$ cat src/hw/rtl/rnh_pkg.sv
// Shared types, codes and datapath widths for the ray nearest-hit block.
package rnh_pkg;

  localparam logic [1:0] OP_ADD_CIRCLE  = 2'd0;
  localparam logic [1:0] OP_ADD_SEGMENT = 2'd1;
  localparam logic [1:0] OP_CAST_RAY    = 2'd2;

  localparam logic KIND_CIRCLE  = 1'b0;
  localparam logic KIND_SEGMENT = 1'b1;

  // Signed operand width of the multiply unit, split into two unsigned limbs.
  localparam int OPW    = 68;
  localparam int LIMB_W = 34;
  localparam int ACC_W  = 2 * OPW + 2;
  // Discriminant width fed to the root unit, and the root width.
  localparam int SQ_W   = 132;
  localparam int ROOT_W = SQ_W / 2;
  // Divisor width (a or |den|), also the integer part of a dividend.
  localparam int DEN_W  = 66;

  typedef logic signed [OPW-1:0] sop_t;

  typedef struct packed {
    logic [1:0]         opcode;
    logic signed [31:0] shape_x1;
    logic signed [31:0] shape_y1;
    logic signed [31:0] shape_x2;
    logic signed [31:0] shape_y2;
    logic [30:0]        circle_radius;
    logic signed [31:0] ray_origin_x;
    logic signed [31:0] ray_origin_y;
    logic signed [31:0] ray_dir_x;
    logic signed [31:0] ray_dir_y;
  } req_t;

  typedef struct packed {
    logic        hit;
    logic [31:0] distance;
    logic        scene_overflow;
  } rsp_t;

  // Queued command. Loads carry {y1,x1} and {y2,x2} or the radius;
  // casts carry {oy,ox} and {dy,dx}.
  typedef struct packed {
    logic        is_cast;
    logic        kind;
    logic        ovf;
    logic [63:0] word_a;
    logic [63:0] word_b;
  } cmd_t;

  typedef enum logic [3:0] {
    B_IDLE, B_READ, B_PREP, B_TLOAD, B_TMUL, B_CHECK, B_DISC,
    B_SQGO, B_SQRT, B_DIVGO, B_DIV, B_NEXT, B_OUT
  } back_state_t;

  typedef enum logic [1:0] {I_IDLE, I_SQRT, I_SAT, I_DIV} iter_state_t;

  typedef enum logic {MODE_SQRT, MODE_DIV} iter_mode_t;

  typedef struct packed {
    logic       start;
    iter_mode_t mode;
  } iter_ctl_t;

  typedef struct packed {
    logic              done;
    logic [ROOT_W-1:0] root;
    logic [31:0]       quot;
  } iter_sts_t;

endpackage

$ cat src/hw/rtl/rnh_queue.sv
// Two-entry command queue between the front end and the back end.
module rnh_queue #(
  parameter int W = 200
) (
  input  logic         clk,
  input  logic         rst,
  input  logic         push,
  input  logic [W-1:0] wdata,
  input  logic         pop,
  output logic [W-1:0] rdata,
  output logic         full,
  output logic         empty
);
  import rnh_pkg::*;

  logic [W-1:0] slots [2];
  logic         wp;
  logic         rp;
  logic [1:0]   fill;

  assign full  = (fill == 2'd2);
  assign empty = (fill == 2'd0);
  assign rdata = slots[rp];

  always_ff @(posedge clk) begin
    if (rst) begin
      wp   <= 1'b0;
      rp   <= 1'b0;
      fill <= 2'd0;
    end else begin
      if (push) begin
        wp <= ~wp;
      end
      if (pop) begin
        rp <= ~rp;
      end
      fill <= fill + {1'b0, push} - {1'b0, pop};
    end
  end

  always_ff @(posedge clk) begin
    if (push) begin
      slots[wp] <= wdata;
    end
  end

endmodule

$ cat config.mk
export PLATFORM = sky130hd
export DESIGN_NAME = rnh_queue
export DESIGN_NICKNAME = d
export VERILOG_FILES = /design/src/hw/rtl/rnh_pkg.sv /design/src/hw/rtl/rnh_queue.sv
export SDC_FILE = /design/constraint.sdc
export NUM_CORES = 1
export LEC_CHECK = 0
export BUFFER_PORTS_ARGS = -buffer_cell sky130_fd_sc_hd__buf_2
export CAP_MARGIN = 40
export CORE_ASPECT_RATIO = 0.8
export CORE_MARGIN = 2
export CORE_UTILIZATION = 50
export DETAILED_ROUTE_END_ITERATION = 16
export PLACE_DENSITY = 0.74
export SETUP_SLACK_MARGIN = 0.15
export SLEW_MARGIN = 25
export SYNTH_ARGS = -nofsm -noshare
export SYNTH_HDL_FRONTEND = slang
export SYNTH_SLANG_ARGS = --single-unit
$ cat constraint.sdc
create_clock -name clk -period 13.2 [get_ports clk]
set_input_delay 0.66 -clock clk [delete_from_list [all_inputs] [get_ports clk]]
set_output_delay 0.66 -clock clk [all_outputs]
set_load 0.02 [all_outputs]
Word level (Yosys, flattened, before mapping)

Memory sizes are Yosys's and may differ from the RTL's. A register that Yosys moved wholly into a read port is not among the register bits.
Cells that the tools add are included.
Widths: inputs -> output; s select.

Register bits after elaboration: 4
Bits in writable memories: 400
Input bits: 204
Output and inout bits: 202
Logic and storage cells: 14
Memories: 1

Memories:

| name  | depth | width | read ports | clocked after memory_dff | wr ports | RTL line        | text |
|---|---|---|---|---|---|---|---|
| slots | 2     | 200   | 1          | 1                        | 1        | rnh_queue.sv:16 | `logic [W-1:0] slots [2];` |

Add/subtract/negate cells: 2
Eq/ne operators: 1
Muxes and demuxes: 4
Bitwise operators: 2
Reduce and logical (&&, ||, !) cells: 1

Operators with widths:

| operator           | count |
|---|---|
| $mux 1             | 4 |
| $add 2x1->2        | 1 |
| $eq 2x2->1 const B | 1 |
| $logic_not 2->1    | 1 |
| $not 1->1          | 2 |
| $sub 2x1->2        | 1 |

Longest topological paths before layout

Word-level depth: 3
Depth in mapped cells: 6

Least setup slack after synthesis

Ideal clock, no wire load.

Path kind: input to register
From: in push
To: mem slots[0][0], enable pin
Setup time: 0.787 ns
Arrival: 9.284 ns
Data required time: 12.413 ns
Path slack: 3.129 ns
Cell stages on the path: 1
Buffers on the path: 0
Cells stage by stage: nor2b_1

Word-level cells in the longest chain between the ends: 2

RTL lines:

| what                         | RTL line        | text |
|---|---|---|
| from (decl)                  | rnh_queue.sv:7  | `input logic push,` |
| $mux 1                       | rnh_queue.sv:42 | `if (push) begin` |
| $mux 1 (not written as such) | rnh_queue.sv:43 | `slots[wp] <= wdata;` |
| to (decl)                    | rnh_queue.sv:16 |  |

Every way passes these cells.

==> results.toml <==
[detailed_routing]
vias = 7539
firstDrtPassIters = 7
drc = 0
drt_wl_total_mm = 29.44
wire_per_inst_um = 19.72
viasPerCell = 5.050
dr.first_iter.drc_count = 316
antenna_left = 0

[yosys]
synth_edf_count = 400
synth_flop_cell = "edfxtp_1"
syn_inst = 643
syn_area_mm2 = 0.01478
yosys.area.top_type_share_pct = 81.28
synth_top_area_cell = "edfxtp_1"
syn_avg_cell_area_um2 = 22.98
ys_types = 12
synth-seq-cells = 405
syn_nets = 849
yosysSeqAreaShare_pct = 81.96
yosysMostFrequentCell = "edfxtp_1"
yosys_warnings = 0
synthTopCellsByCount = "edfxtp_1, mux2_2, clkbuf_8"
synthArstFlopShare_pct = 0
yosys-top-cells-area = "edfxtp_1, mux2_2, clkbuf_8, dfxtp_1, ha_1"

[critical_path]
slowest_delay_ps = 810
critPathTopFamily = "buffers and inverters"
crit_chain = "buf_4, buf_16, mux2_2, buf_2"
cp.buffers_inverters = 3
cp-start-kind = "register"
cp-end-kind = "primary output"
critPathKind = "reg2out"
critPathArrivalTime_ps = 2780
critPathRequiredTime_ps = 12540
cp_max_fo = 53
slowest_stage = "dfxtp_4"

[timing]
post-route-period-util_pct = 26.09
period_needed_ps = 3444
setup_viol = 0
rsz0062_at_grt = "no"
tns_ps = 0
maxSlewHeadroom_pct = 48.83
tightestPinTransition_ps = 767.5
timing.fmax_ghz = 0.2903
timing.final.hold_violations = 0
slew_violations = 0
fin_worst_skew_ps = 9.161

[die]
die-area_mm2 = 0.03096
ios = 406
rows = 56
die_h_um = 157.8
core_area_mm2 = 0.02922
floorplan.initialDensity_pct = 50.58
dieWidth_um = 196.2

[grt]
use_met3_pct = 6.285
grt.overflow.total = 0
grt_pass1_vias = 7788
antenna_found_initial = 8
grt_pass1_wl_mm = 42.28
grt_max_degree = 125
grtUsageTotal_pct = 17.96
met1_usage_pct = 21.01
grt-busiest-layer = "met2"
grtUsageMet2_pct = 30.66

[clocking]
cts.hold.buffers_added = 0
h-tree-depth = 2
cts_num_sinks = 405
clk_pin_slew_worst_paths_ps = 60
cts_root_buf = "clkbuf_16"
cts_setup_buffers = 0
cts_tree = "yes"
cts_buffer_depth = 3
postCtsResizedCells = 0
cts_inserted_buffers = 40
clkLatencyLatePin_ps = 520

[placement]
hpwl_mm = 19.77
place_congestion = 0.7524
numPortBuffers = 405

[layout]
seq_area_mm2 = 0.01212
area_growth_pct = 24.34
drive_above_1_share_pct = 60.54
nFillCells = 2081
fin_nets = 1286
multiInputGateArea_mm2 = 0.002371

[power]
p_leak_nw = 6.879
ir_drop_v = 0.0001322
p_total_w = 0.002902
power.density_mw_per_mm2 = 157.9

[flow_run]
max-cap-violations = 0

[hold_path]
hold_class = "in2reg"

[status]
status = "finished, final reports clean"
-- path summary, 6_finish.rpt --
check,from,cells past startpoint,endpoint,slack [ps]
worst max-delay path,register,4,rdata[114],9760
worst min-delay path,wdata[65],1,slots[0][65],330
worst max register to register,wp,4,slots[0][106],10740
worst min register to register,rp,2,rp,520
-- cell usage in the layout, fill, tap and decap left out --
cell       count
dfxtp_4        1
buf_12         3
ha_1           2
clkinv_4       1
clkinv_2      10
buf_2        405
mux2_2       200
clkbuf_1       8
nor2b_1        2
dfxtp_1        4
xnor2_1        2
nor2_1         5
and2_4         1
inv_1          2
diode_2        6
buf_16         4
clkinv_1      12
nor2b_4        1
clkbuf_16     41
buf_4          5
edfxtp_1     400
xnor3_1        1
-- where the power goes --
group          switching [W]  internal [W]  total (W)
sequential         0.0000233       0.00150    0.00153
clock               0.000444      0.000567    0.00101
combinational       0.000217      0.000148   0.000365
total               0.000684       0.00222    0.00290
-- final cells by class --
type / count / share of cell area [%]
clock buffers: 49 / 5.747
clock inverters: 23 / 0.5652
well taps: 377 / 2.567
multi-input cells: 214 / 12.90
diodes: 6 / 0.08171
flip-flops and latches: 405 / 65.93
repair buffers: 417 / 12.16
inverters: 2 / 0.04086
-- metrics by stage --
stage	cells	instance area, µm²	setup WS (ps)	hold slack [ps]	util (%)
final	1493	18380	9756	325.7	62.89
after global routing	1490	18370	9595	294.5	62.86
after CTS	1487	18360	9665	288.1	62.84
after detailed placement	1415	17200	10230	497.0	58.87
after global placement	1409	17050	9779	494.9	58.35
after floorplan	643	14780	3129	479.9	-
-- worst register-to-register path, cell delays in order, from the launching register on --
cell     delay [ps]
dfxtp_1         360
nor2b_4         380
buf_4           520
buf_4           580
buf_12          290
-- layer usage --
layer / wire length [µm] / vias to the layer above
met4: 932 / 6
li1: - / 3454
met3: 2441 / 73
met1: 11160 / 3720
met2: 14860 / 286
met5: 34 / -
-- state kept, by name, summed over array words and instances, names as in the netlist, named ones only --
signal / count
fill: 2
wp: 1
slots: 400
rp: 1
-- kinds of logic (layout without fill, tap and decap cells) --
group                    count (synthesis)  after routing  share of synthesized area (%)
flip-flops                             405            405                          81.96
adder cells (fa/ha/maj)                  2              2                         0.1693
other                                    0              6                              0
XOR/XNOR                                 3              3                         0.2709
buffers and inverters                   24            491                          2.066
multiplexers                           200            200                          15.24
AND/OR/NAND/NOR                          9              9                         0.2964
No activity file was read; power rests on OpenSTA's default activity.
