`config.mk`:
```
export PLATFORM = sky130hd
export DESIGN_NAME = rnh_front
export DESIGN_NICKNAME = d
export VERILOG_FILES = /design/src/hw/rtl/rnh_pkg.sv /design/src/hw/rtl/rnh_front.sv
export SDC_FILE = /design/constraint.sdc
export NUM_CORES = 1
export LEC_CHECK = 0
export BUFFER_PORTS_ARGS = -buffer_cell sky130_fd_sc_hd__buf_4
export CORE_AREA = 2 2 169 171
export CTS_CLUSTER_DIAMETER = 120
export DETAILED_ROUTE_END_ITERATION = 8
export DIE_AREA = 0 0 171 173
export SYNTH_ARGS = -nofsm -noshare
export SYNTH_HDL_FRONTEND = slang
export SYNTH_SLANG_ARGS = --single-unit
```
`constraint.sdc`:
```
create_clock -name clk -period 1.4 [get_ports clk]
set_input_delay 0.07 -clock clk [delete_from_list [all_inputs] [get_ports clk]]
set_output_delay 0.07 -clock clk [all_outputs]
set_load 0.02 [all_outputs]
```
`src/hw/rtl/rnh_pkg.sv`:
```
// Shared types, codes and datapath widths for the ray nearest-hit block.
package rnh_pkg;

  localparam logic [1:0] OP_ADD_CIRCLE  = 2'd0;
  localparam logic [1:0] OP_ADD_SEGMENT = 2'd1;
  localparam logic [1:0] OP_CAST_RAY    = 2'd2;

  localparam logic KIND_CIRCLE  = 1'b0;
  localparam logic KIND_SEGMENT = 1'b1;

  // Signed operand width of the multiply unit, split into two unsigned limbs.
  localparam int OPW    = 68;
  localparam int LIMB_W = 34;
  localparam int ACC_W  = 2 * OPW + 2;
  // Discriminant width fed to the root unit, and the root width.
  localparam int SQ_W   = 132;
  localparam int ROOT_W = SQ_W / 2;
  // Divisor width (a or |den|), also the integer part of a dividend.
  localparam int DEN_W  = 66;

  typedef logic signed [OPW-1:0] sop_t;

  typedef struct packed {
    logic [1:0]         opcode;
    logic signed [31:0] shape_x1;
    logic signed [31:0] shape_y1;
    logic signed [31:0] shape_x2;
    logic signed [31:0] shape_y2;
    logic [30:0]        circle_radius;
    logic signed [31:0] ray_origin_x;
    logic signed [31:0] ray_origin_y;
    logic signed [31:0] ray_dir_x;
    logic signed [31:0] ray_dir_y;
  } req_t;

  typedef struct packed {
    logic        hit;
    logic [31:0] distance;
    logic        scene_overflow;
  } rsp_t;

  // Queued command. Loads carry {y1,x1} and {y2,x2} or the radius;
  // casts carry {oy,ox} and {dy,dx}.
  typedef struct packed {
    logic        is_cast;
    logic        kind;
    logic        ovf;
    logic [63:0] word_a;
    logic [63:0] word_b;
  } cmd_t;

  typedef enum logic [3:0] {
    B_IDLE, B_READ, B_PREP, B_TLOAD, B_TMUL, B_CHECK, B_DISC,
    B_SQGO, B_SQRT, B_DIVGO, B_DIV, B_NEXT, B_OUT
  } back_state_t;

  typedef enum logic [1:0] {I_IDLE, I_SQRT, I_SAT, I_DIV} iter_state_t;

  typedef enum logic {MODE_SQRT, MODE_DIV} iter_mode_t;

  typedef struct packed {
    logic       start;
    iter_mode_t mode;
  } iter_ctl_t;

  typedef struct packed {
    logic              done;
    logic [ROOT_W-1:0] root;
    logic [31:0]       quot;
  } iter_sts_t;

endpackage

```
`src/hw/rtl/rnh_front.sv`:
```
// Front end: takes requests, tracks the scene fill and overflow, queues commands.
module rnh_front #(
  parameter int MAX_SHAPES = 64,
  parameter int CNTW       = 7
) (
  input  logic          clk,
  input  logic          rst,
  input  logic          req_valid,
  output logic          req_stall,
  input  rnh_pkg::req_t req,
  input  logic          q_full,
  output logic          push,
  output logic [CNTW-1:0] push_slot,
  output rnh_pkg::cmd_t push_cmd
);
  import rnh_pkg::*;

  logic [CNTW-1:0] count;
  logic            ovf;
  logic            accept;
  logic            is_load;
  logic            is_cast;
  logic            full;

  assign req_stall = q_full;
  assign accept    = req_valid && !q_full;
  assign is_load   = (req.opcode == OP_ADD_CIRCLE) || (req.opcode == OP_ADD_SEGMENT);
  assign is_cast   = (req.opcode == OP_CAST_RAY);
  assign full      = (count == CNTW'(MAX_SHAPES));

  // A load that finds the table full is taken but never reaches the queue.
  assign push      = accept && (is_cast || (is_load && !full));
  assign push_slot = count;

  always_comb begin
    push_cmd.is_cast = is_cast;
    push_cmd.kind    = (req.opcode == OP_ADD_SEGMENT) ? KIND_SEGMENT : KIND_CIRCLE;
    push_cmd.ovf     = ovf;
    if (is_cast) begin
      push_cmd.word_a = {req.ray_origin_y, req.ray_origin_x};
      push_cmd.word_b = {req.ray_dir_y, req.ray_dir_x};
    end else begin
      push_cmd.word_a = {req.shape_y1, req.shape_x1};
      if (req.opcode == OP_ADD_SEGMENT) begin
        push_cmd.word_b = {req.shape_y2, req.shape_x2};
      end else begin
        push_cmd.word_b = {33'd0, req.circle_radius};
      end
    end
  end

  always_ff @(posedge clk) begin
    if (rst) begin
      count <= '0;
      ovf   <= 1'b0;
    end else if (accept && is_load) begin
      if (full) begin
        ovf <= 1'b1;
      end else begin
        count <= count + CNTW'(1);
      end
    end
  end

endmodule

```
; ---- Word level (Yosys, flattened, before mapping)
; Index checks and enable logic that the tools add are counted.
[word_totals]
reg_bits = 8
input_bits = 293
elab_cells = 21
[op_classes]
n_addsub = 1
n_eq_ne = 3
mux = 3
bitwise = 1
reduce_logical = 11
[op_table]
columns = cell, count
row1 = $mux W128, 1
row2 = $mux W64, 1
row3 = $add A7 B1 Y7 const B, 1
row4 = $eq A7 B7 Y1 const B, 1
row5 = $logic_and A1 B1 Y1, 4
row6 = $reduce_and A2 Y1, 2
row7 = $eq A2 B1 Y1 const B, 1
row8 = $eq A2 B2 Y1 const B, 1
row9 = $logic_not A1 Y1, 2
row10 = $logic_not A2 Y1, 1
row11 = $logic_or A1 B1 Y1, 2
row12 = $mux W1, 1
row13 = $not A1 Y1, 1

; ---- Longest topological paths before layout
; Gate-level depths: netlist of run 1.
[logic_depth]
ltp_word = 5
ltp_mapped = 5
depth_no_buf = 5

; ---- Least setup slack after synthesis of run 1
; OpenSTA, ideal clock, no wires.
[synth_timing]
path_kind = register -> register
startpoint = register count[0], in the netlist push_slot[0]
endpoint = register count[0], in the netlist push_slot[0]
setup_time_ns = 0.123
arrival_ns = 1.550
required_ns = 1.277
path_slack_ns = -0.273
path_stages_with_launch = 6
path_buffers = 0
synth_period_minus_slack_ns = 1.673
cell_sequence = dfxtp_1 > inv_1 > ha_1 > and4bb_2 > a21oi_1 > mux2_1
[synth_via]
elab_chain_cells = 3
[synth_lines]
columns = element, line_no
row1 = from (decl), rnh_front.sv:18  ; logic [CNTW-1:0] count;
row2 = from (signal assigned), rnh_front.sv:60  ; count <= count + CNTW'(1);
row3 = "parallel branches: the longest is 3 deep, another holds $add A7 B1 Y7", n/a
; Several ways; the timed one is not identified.
; A chain may end at the register's enable or synchronous reset.

; ---- Final worst setup path of run 1
; Same ends and word-level chain as after synthesis.

==> results of run 1 <==
## critical path, stage by stage (launching register included)
cell	delay, ns
dfxtp_4	0.35
inv_4	0.04
ha_4	0.14
and4bb_2	0.23
buf_4	0.15
a21oi_4	0.15
mux2_4	0.31
## metal layers
metal,up-vias,track usage [%],share of wire (%)
met5,-,0,0.056
met4,2,2.82,0.85
met3,8,3.16,9.1
met2,259,24.4,54
met1,1942,13.6,36
li1,2065,-,-
## cell families (layout without fill, tap and decap cells)
| group | after synthesis | in the layout | synth area share (%) |
|---|---|---|---|
| AO/OA/AOI/OAI | 109 | 109 | 30.4 |
| adder cells (fa/ha/maj) | 2 | 2 | 0.999 |
| buffers and inverters | 40 | 477 | 7.10 |
| flip-flops | 8 | 8 | 6.40 |
| multiplexers | 97 | 97 | 42.0 |
| other | 0 | 3 | 0 |
| AND/OR/NAND/NOR | 53 | 53 | 13.0 |
## metrics by stage
step                      std cells  util (%)
after global routing           1126      24.6
after floorplan                 309         -
after detailed placement       1105      23.0
final                          1127      24.6
after CTS                      1116      23.6
after global placement         1105      23.0
## power by group through the flow
stage / clock [mW] / combinational [mW] / sequential (mW)
finish: 0.498 / 2.39 / 0.231
global route: 0.526 / 2.54 / 0.231
CTS: 0.505 / 2.32 / 0.231
detailed placement: 0 / 2.29 / 0.235
global placement: 0 / 2.28 / 0.235
floorplan: 0 / 0.917 / 0.238
## placed cells by master (no fill, tap or decap), drive strengths merged, types with 4 or more instances in the layout
cell type  instances
dfxtp              8
mux2              65
nor2b             33
buf              468
mux2i             32
clkbuf             6
a22o              33
a21oi             38
nand2              4
a211oi            31
nor2               4
## flip-flops by register name, summed over array words and instances, names as in the netlist
register,count
push_slot,7
ovf,1
## what timing repair did
item / CTS / global route
setup buffers: 7 / 6
resized for setup: 9 / 55
hold endpoints to repair: 0 / 0
endpoints found under the setup margin: 5 / 11
gates cloned: 0 / 2
pin swaps: 3 / 5
## how the worst max path moves through the flow
stage                      start             to  slack, ns  cells after the start
finish              push_slot[0]   push_slot[0]      -0.09                      6
global route        push_slot[0]   push_slot[0]      -0.13                      6
CTS                 push_slot[1]           push       -0.1                      6
detailed placement      req[287]  push_cmd[119]      -0.04                      6
global placement        req[287]  push_cmd[119]      -0.04                      6
floorplan           push_slot[1]   push_slot[0]      -0.01                      5
## area by class of cell
type | instances | area [µm²]
Tap cell | 378 | 473
Fill cell | 3058 | 20800
Timing Repair Buffer | 470 | 3750
Antenna cell | 3 | 7.51
Sequential cell | 8 | 170
Clock buffer | 4 | 78.8
Multi-Input combinational cell | 261 | 2290
Inverter | 3 | 16.3
==> results.ini, run 1 <==
[status]
status=complete, but fails checks
violations=negative setup slack

[hold_path]
hold_start=rst
holdPathStages=2
hp-class=in2reg
whs_endpoint=push_slot[4]

[placed_design]
placed_area_um2=6350
dp_hpwl_mm=18.7
place_congestion=0.883
io_buffer_count=432
post-place-ws_ns=-0.0406

[die]
initial_core_util_pct=9.06
rows=61
core_area_um2=27600
io_pins=433
fp.dieW_um=171
die_h_um=173
die_area_um2=29600

[critical_path]
r2r_start=push_slot[0]
worstReg2RegEnd=push_slot[0]
r2r_slack_ns=-0.09
required_ns=1.51
reg2reg_depth=6
critPathKind=reg2reg
endpoint_kind=register
cp_data_arrival_time_ns=1.60
crit_path_max_fanout=3
start_kind=register

[logic_synthesis]
ys_seq_area_share_pct=6.40
synth_edf_count=0
synth.top_cells.by_count=mux2_1, a21oi_1, a22o_1, nor2b_1, mux2i_1
ys_types=29
ys.flop_type=dfxtp_1
syn_inst=309
synth_top_area_share_pct=29.2
syn_area_um2=2500
synth_most_common_cell=mux2_1
postSynth.asyncResetShare_pct=0
yosysWarnings=0
ys_ff_latch=8
syn_nets=604
synth_top_area_cell=mux2_1
synth_area_leaders=mux2_1, mux2i_1, a22o_1, a211oi_1, nor2b_1
syn_avg_cell_area_um2=8.10

[cts]
insertion_delay_ns=0.23
htreeDepth=1
cts_sinks=8
holdBufCountCts=0
cts_buffers=3
clock_path_buffers=2
clkTransAtPathRegs_ns=0.04
cts_tree=yes
cts-root-buf=clkbuf_16

[pwr]
combinationalPowerShare_pct=76.7
internal-power_mw=1.92
power_switching_mw=1.20
p_sw_share_pct=38.5
total_power_mw=3.12
powerDensity_nw_per_um2=460
power.leakage_nw=3.33
p_seq_share_pct=7.4
irDropWorstVdd_mv=0.299
power_frac_clock_pct=15.9

[sta]
fmax_mhz=671
fin_crit_ns=1.49
rsz0062_at_grt=yes
fin_skew_ns=0.000344
slew_headroom_pct=79.9
drv_slew=0
hold_viol=0
finalWorstSetupSlack_ns=-0.0893
worst_pin_slew_ns=0.301
finalSetupViolCount=3
holdWs_ns=0.0759
finalSetupTns_ns=-0.204
fin_crit_sh_pct=106

[route]
viasPerCell=3.79
via_count=4276
first_iter_violations=90
drc=0
dr.pass1.iters=4
drt-total-wl_mm=21.6
detail-route-antenna-nets=0
wl_per_cell_um=19.1

[grt]
antenna_found_initial=4
grt_pass1_wl_mm=27.1
gr-usage-all-layers_pct=12.6
grt_overflow=0
grt_max_degree=65
grt_pass1_vias=4102

[cells_and_area]
nets=1042
finish.instance_area_um2=6790
drive_gt1_share_pct=69.2
syn2layout_area_growth_pct=171

[flow_run]
max_cap_viol_count=0

(Power assumes the default switching activity.)
==> run 2, diff against run 1 <==
--- a/config.mk
+++ b/config.mk
@@ -10,6 +10,7 @@
 export CTS_CLUSTER_DIAMETER = 120
 export DETAILED_ROUTE_END_ITERATION = 8
 export DIE_AREA = 0 0 171 173
+export PLACE_DENSITY = 0.38
 export SYNTH_ARGS = -nofsm -noshare
 export SYNTH_HDL_FRONTEND = slang
 export SYNTH_SLANG_ARGS = --single-unit
==> run 2 against run 1 <==
- the run still ends with negative setup slack left
- critical path depth is the same
- non-clock buffer count shrank 7
- global-route usage shrank 0.065 points
- hold slack gained 0.0083 ns
- design area shrank 3.7%
- utilization shrank 0.92 points
- first-iteration DRC count shrank 12%
- total power shrank 4.2%
- sequential cell count is the same
- sequential share of layout area grew 0.059 points
- sequential power is essentially flat
- critical path type is now reg2out
- highest routed layer is now met4
==> results.ini, run 2 (same netlist as run 1, synthesis figures left out) <==
[status]
status=complete, but fails checks  ; unchanged
violations=negative setup slack  ; unchanged

[die]
initial_core_util_pct=9.06  ; unchanged
rows=61  ; unchanged
die_area_um2=29600  ; unchanged
die_h_um=173  ; unchanged
core_area_um2=27600  ; unchanged
io_pins=433  ; unchanged
fp.dieW_um=171  ; unchanged

[grt]
gr-usage-all-layers_pct=12.6  ; about the same
grt_overflow=0  ; unchanged
grt_pass1_vias=4311  ; was 4102
antenna_found_initial=0  ; was 4
grt_pass1_wl_mm=27.6  ; was 27.1 mm
grt_max_degree=76  ; was 65

[sta]
finalWorstSetupSlack_ns=-0.0732  ; was -0.0893 ns
slew_headroom_pct=74.2  ; was 79.9%
drv_slew=0  ; unchanged
rsz0062_at_grt=yes  ; unchanged
finalSetupViolCount=3  ; unchanged
holdWs_ns=0.0841  ; was 0.0759 ns
finalSetupTns_ns=-0.161  ; was -0.204 ns
fmax_mhz=679  ; was 671 MHz
worst_pin_slew_ns=0.387  ; was 0.301 ns
fin_crit_ns=1.47  ; was 1.49 ns
hold_viol=0  ; unchanged
fin_skew_ns=0.000568  ; was 0.000344 ns
fin_crit_sh_pct=105  ; was 106%

[cts]
cts_buffers=3  ; unchanged
cts-root-buf=clkbuf_16  ; unchanged
cts_tree=yes  ; unchanged
clock_path_buffers=2  ; unchanged
htreeDepth=1  ; unchanged
holdBufCountCts=0  ; unchanged
cts_sinks=8  ; unchanged
insertion_delay_ns=0.23  ; about the same
clkTransAtPathRegs_ns=0.04  ; about the same

[cells_and_area]
layout.cells.most_common_list=buf_4, mux2_1, a21oi_1  ; unchanged
syn2layout_area_growth_pct=161  ; was 171%
num_antenna_cells=0  ; was 3
final_common_cell=buf_4  ; unchanged
drive_gt1_share_pct=64.7  ; was 69.2%
nets=1035  ; was 1042
finalNonFillerCells=1117  ; was 1127
fillers=3122  ; was 3058
finish.instance_area_um2=6530  ; was 6790 µm²
largest_reg_flops=7  ; unchanged

[critical_path]
cp_data_arrival_time_ns=1.40  ; was 1.60 ns
r2r_start=push_slot[0]  ; unchanged
worstReg2RegEnd=push_slot[0]  ; unchanged
crit_path_max_fanout=2  ; was 3
start_kind=register  ; unchanged
required_ns=1.33  ; was 1.51 ns
reg2reg_depth=6  ; unchanged
endpoint_kind=primary output  ; was register
r2r_slack_ns=-0.06  ; was -0.09 ns
crit_start=push_slot[1]  ; was push_slot[0]
critPathKind=reg2out  ; was reg2reg

[route]
via_count=4202  ; was 4276
drc=0  ; unchanged
viasPerCell=3.76  ; was 3.79
first_iter_violations=79  ; was 90
wl_per_cell_um=18.5  ; was 19.1 µm
drt-total-wl_mm=20.6  ; was 21.6 mm
detail-route-antenna-nets=0  ; unchanged
dr.pass1.iters=4  ; unchanged

[hold_path]
hp-class=in2reg  ; unchanged
hold_start=rst  ; unchanged
holdPathStages=2  ; unchanged
whs_endpoint=push_slot[2]  ; was push_slot[4]

[placed_design]
place_congestion=0.819  ; was 0.883
io_buffer_count=432  ; unchanged
placed_area_um2=6370  ; was 6350 µm²
dp_hpwl_mm=18.4  ; was 18.7 mm
place_inst=1109  ; was 1105

[pwr]
power_frac_clock_pct=16.7  ; was 15.9%
p_sw_share_pct=38.7  ; was 38.5%
p_seq_share_pct=7.7  ; was 7.4%
combinationalPowerShare_pct=75.6  ; was 76.7%
power_switching_mw=1.16  ; was 1.20 mW
internal-power_mw=1.83  ; was 1.92 mW
irDropWorstVdd_mv=0.300  ; was 0.299 mV
power.leakage_nw=3.20  ; was 3.33 nW
powerDensity_nw_per_um2=458  ; was 460 nW/µm²

[flow_run]
max_cap_viol_count=0  ; unchanged

[run 2: cell types whose count changed in the layout (fill, tap and decap cells not counted), sizes merged]
cell,previous run,this run
clkbuf,6,5
buf,468,462
diode,3,0
[run 2: power groups by stage]
stage	logic (mW)	registers [mW]	clock network [mW]
2_1_floorplan	0.917	0.238	0
3_3_place_gp	2.28	0.234	0
3_5_place_dp	2.27	0.234	0
4_1_cts	2.28	0.230	0.512
5_1_grt	2.42	0.231	0.527
6_report	2.26	0.231	0.499
[run 2: how the worst max path moves through the flow]
| stage | endpoint | slack (ns) |
|---|---|---|
| 2_1_floorplan | push_slot[0] | -0.01 |
| 5_1_grt | push | -0.11 |
| 6_report | push | -0.07 |
| 3_5_place_dp | push_slot[0] | 0.01 |
| 4_1_cts | push | -0.10 |
| 3_3_place_gp | push_slot[0] | 0.009 |
[run 2: final cells by class]
class	instances	area [µm²]	area share, %
timing repair buffer	463	3580	54.9
inverter	3	13.8	0.211
tap	378	473	7.24
multi-input combinational	261	2210	33.9
clock buffer	4	78.8	1.21
sequential	8	168	2.57
[run 2: worst max-delay path, stage by stage, from the launching register on]
cell and delay, ns:
dfxtp_4 0.33, inv_2 0.06, ha_4 0.11, and4bb_2 0.26, a21oi_2 0.06, o211a_1 0.22, buf_6 0.13
[run 2: timing repair]
action / 4_1_cts / 5_1_grt
hold endpoints to repair: 0 / 0
cloned: 0 / 1
gates resized for setup: 3 / 4
buffers inserted: 1 / 2
endpoints found under the setup margin: 1 / 14
pin swaps: 2 / 2
[run 2: stage by stage]
step                      setup slack (ns)  utilization, %  power, mW
after floorplan                    -0.0133               -       1.16
after global placement             0.00930            23.1       2.51
after detailed placement            0.0106            23.1       2.50
after CTS                           -0.101            23.4       3.02
after global routing                -0.108            23.6       3.18
final                              -0.0732            23.6       2.99
[run 2: per-layer routing]
metal	vias to the layer above	routed length (µm)	global-route usage [%]
met2	247	11100	25.4
met1	1888	7050	12.5
met5	-	0	0
met3	16	2280	4.14
li1	2051	-	-
met4	0	217	1.34
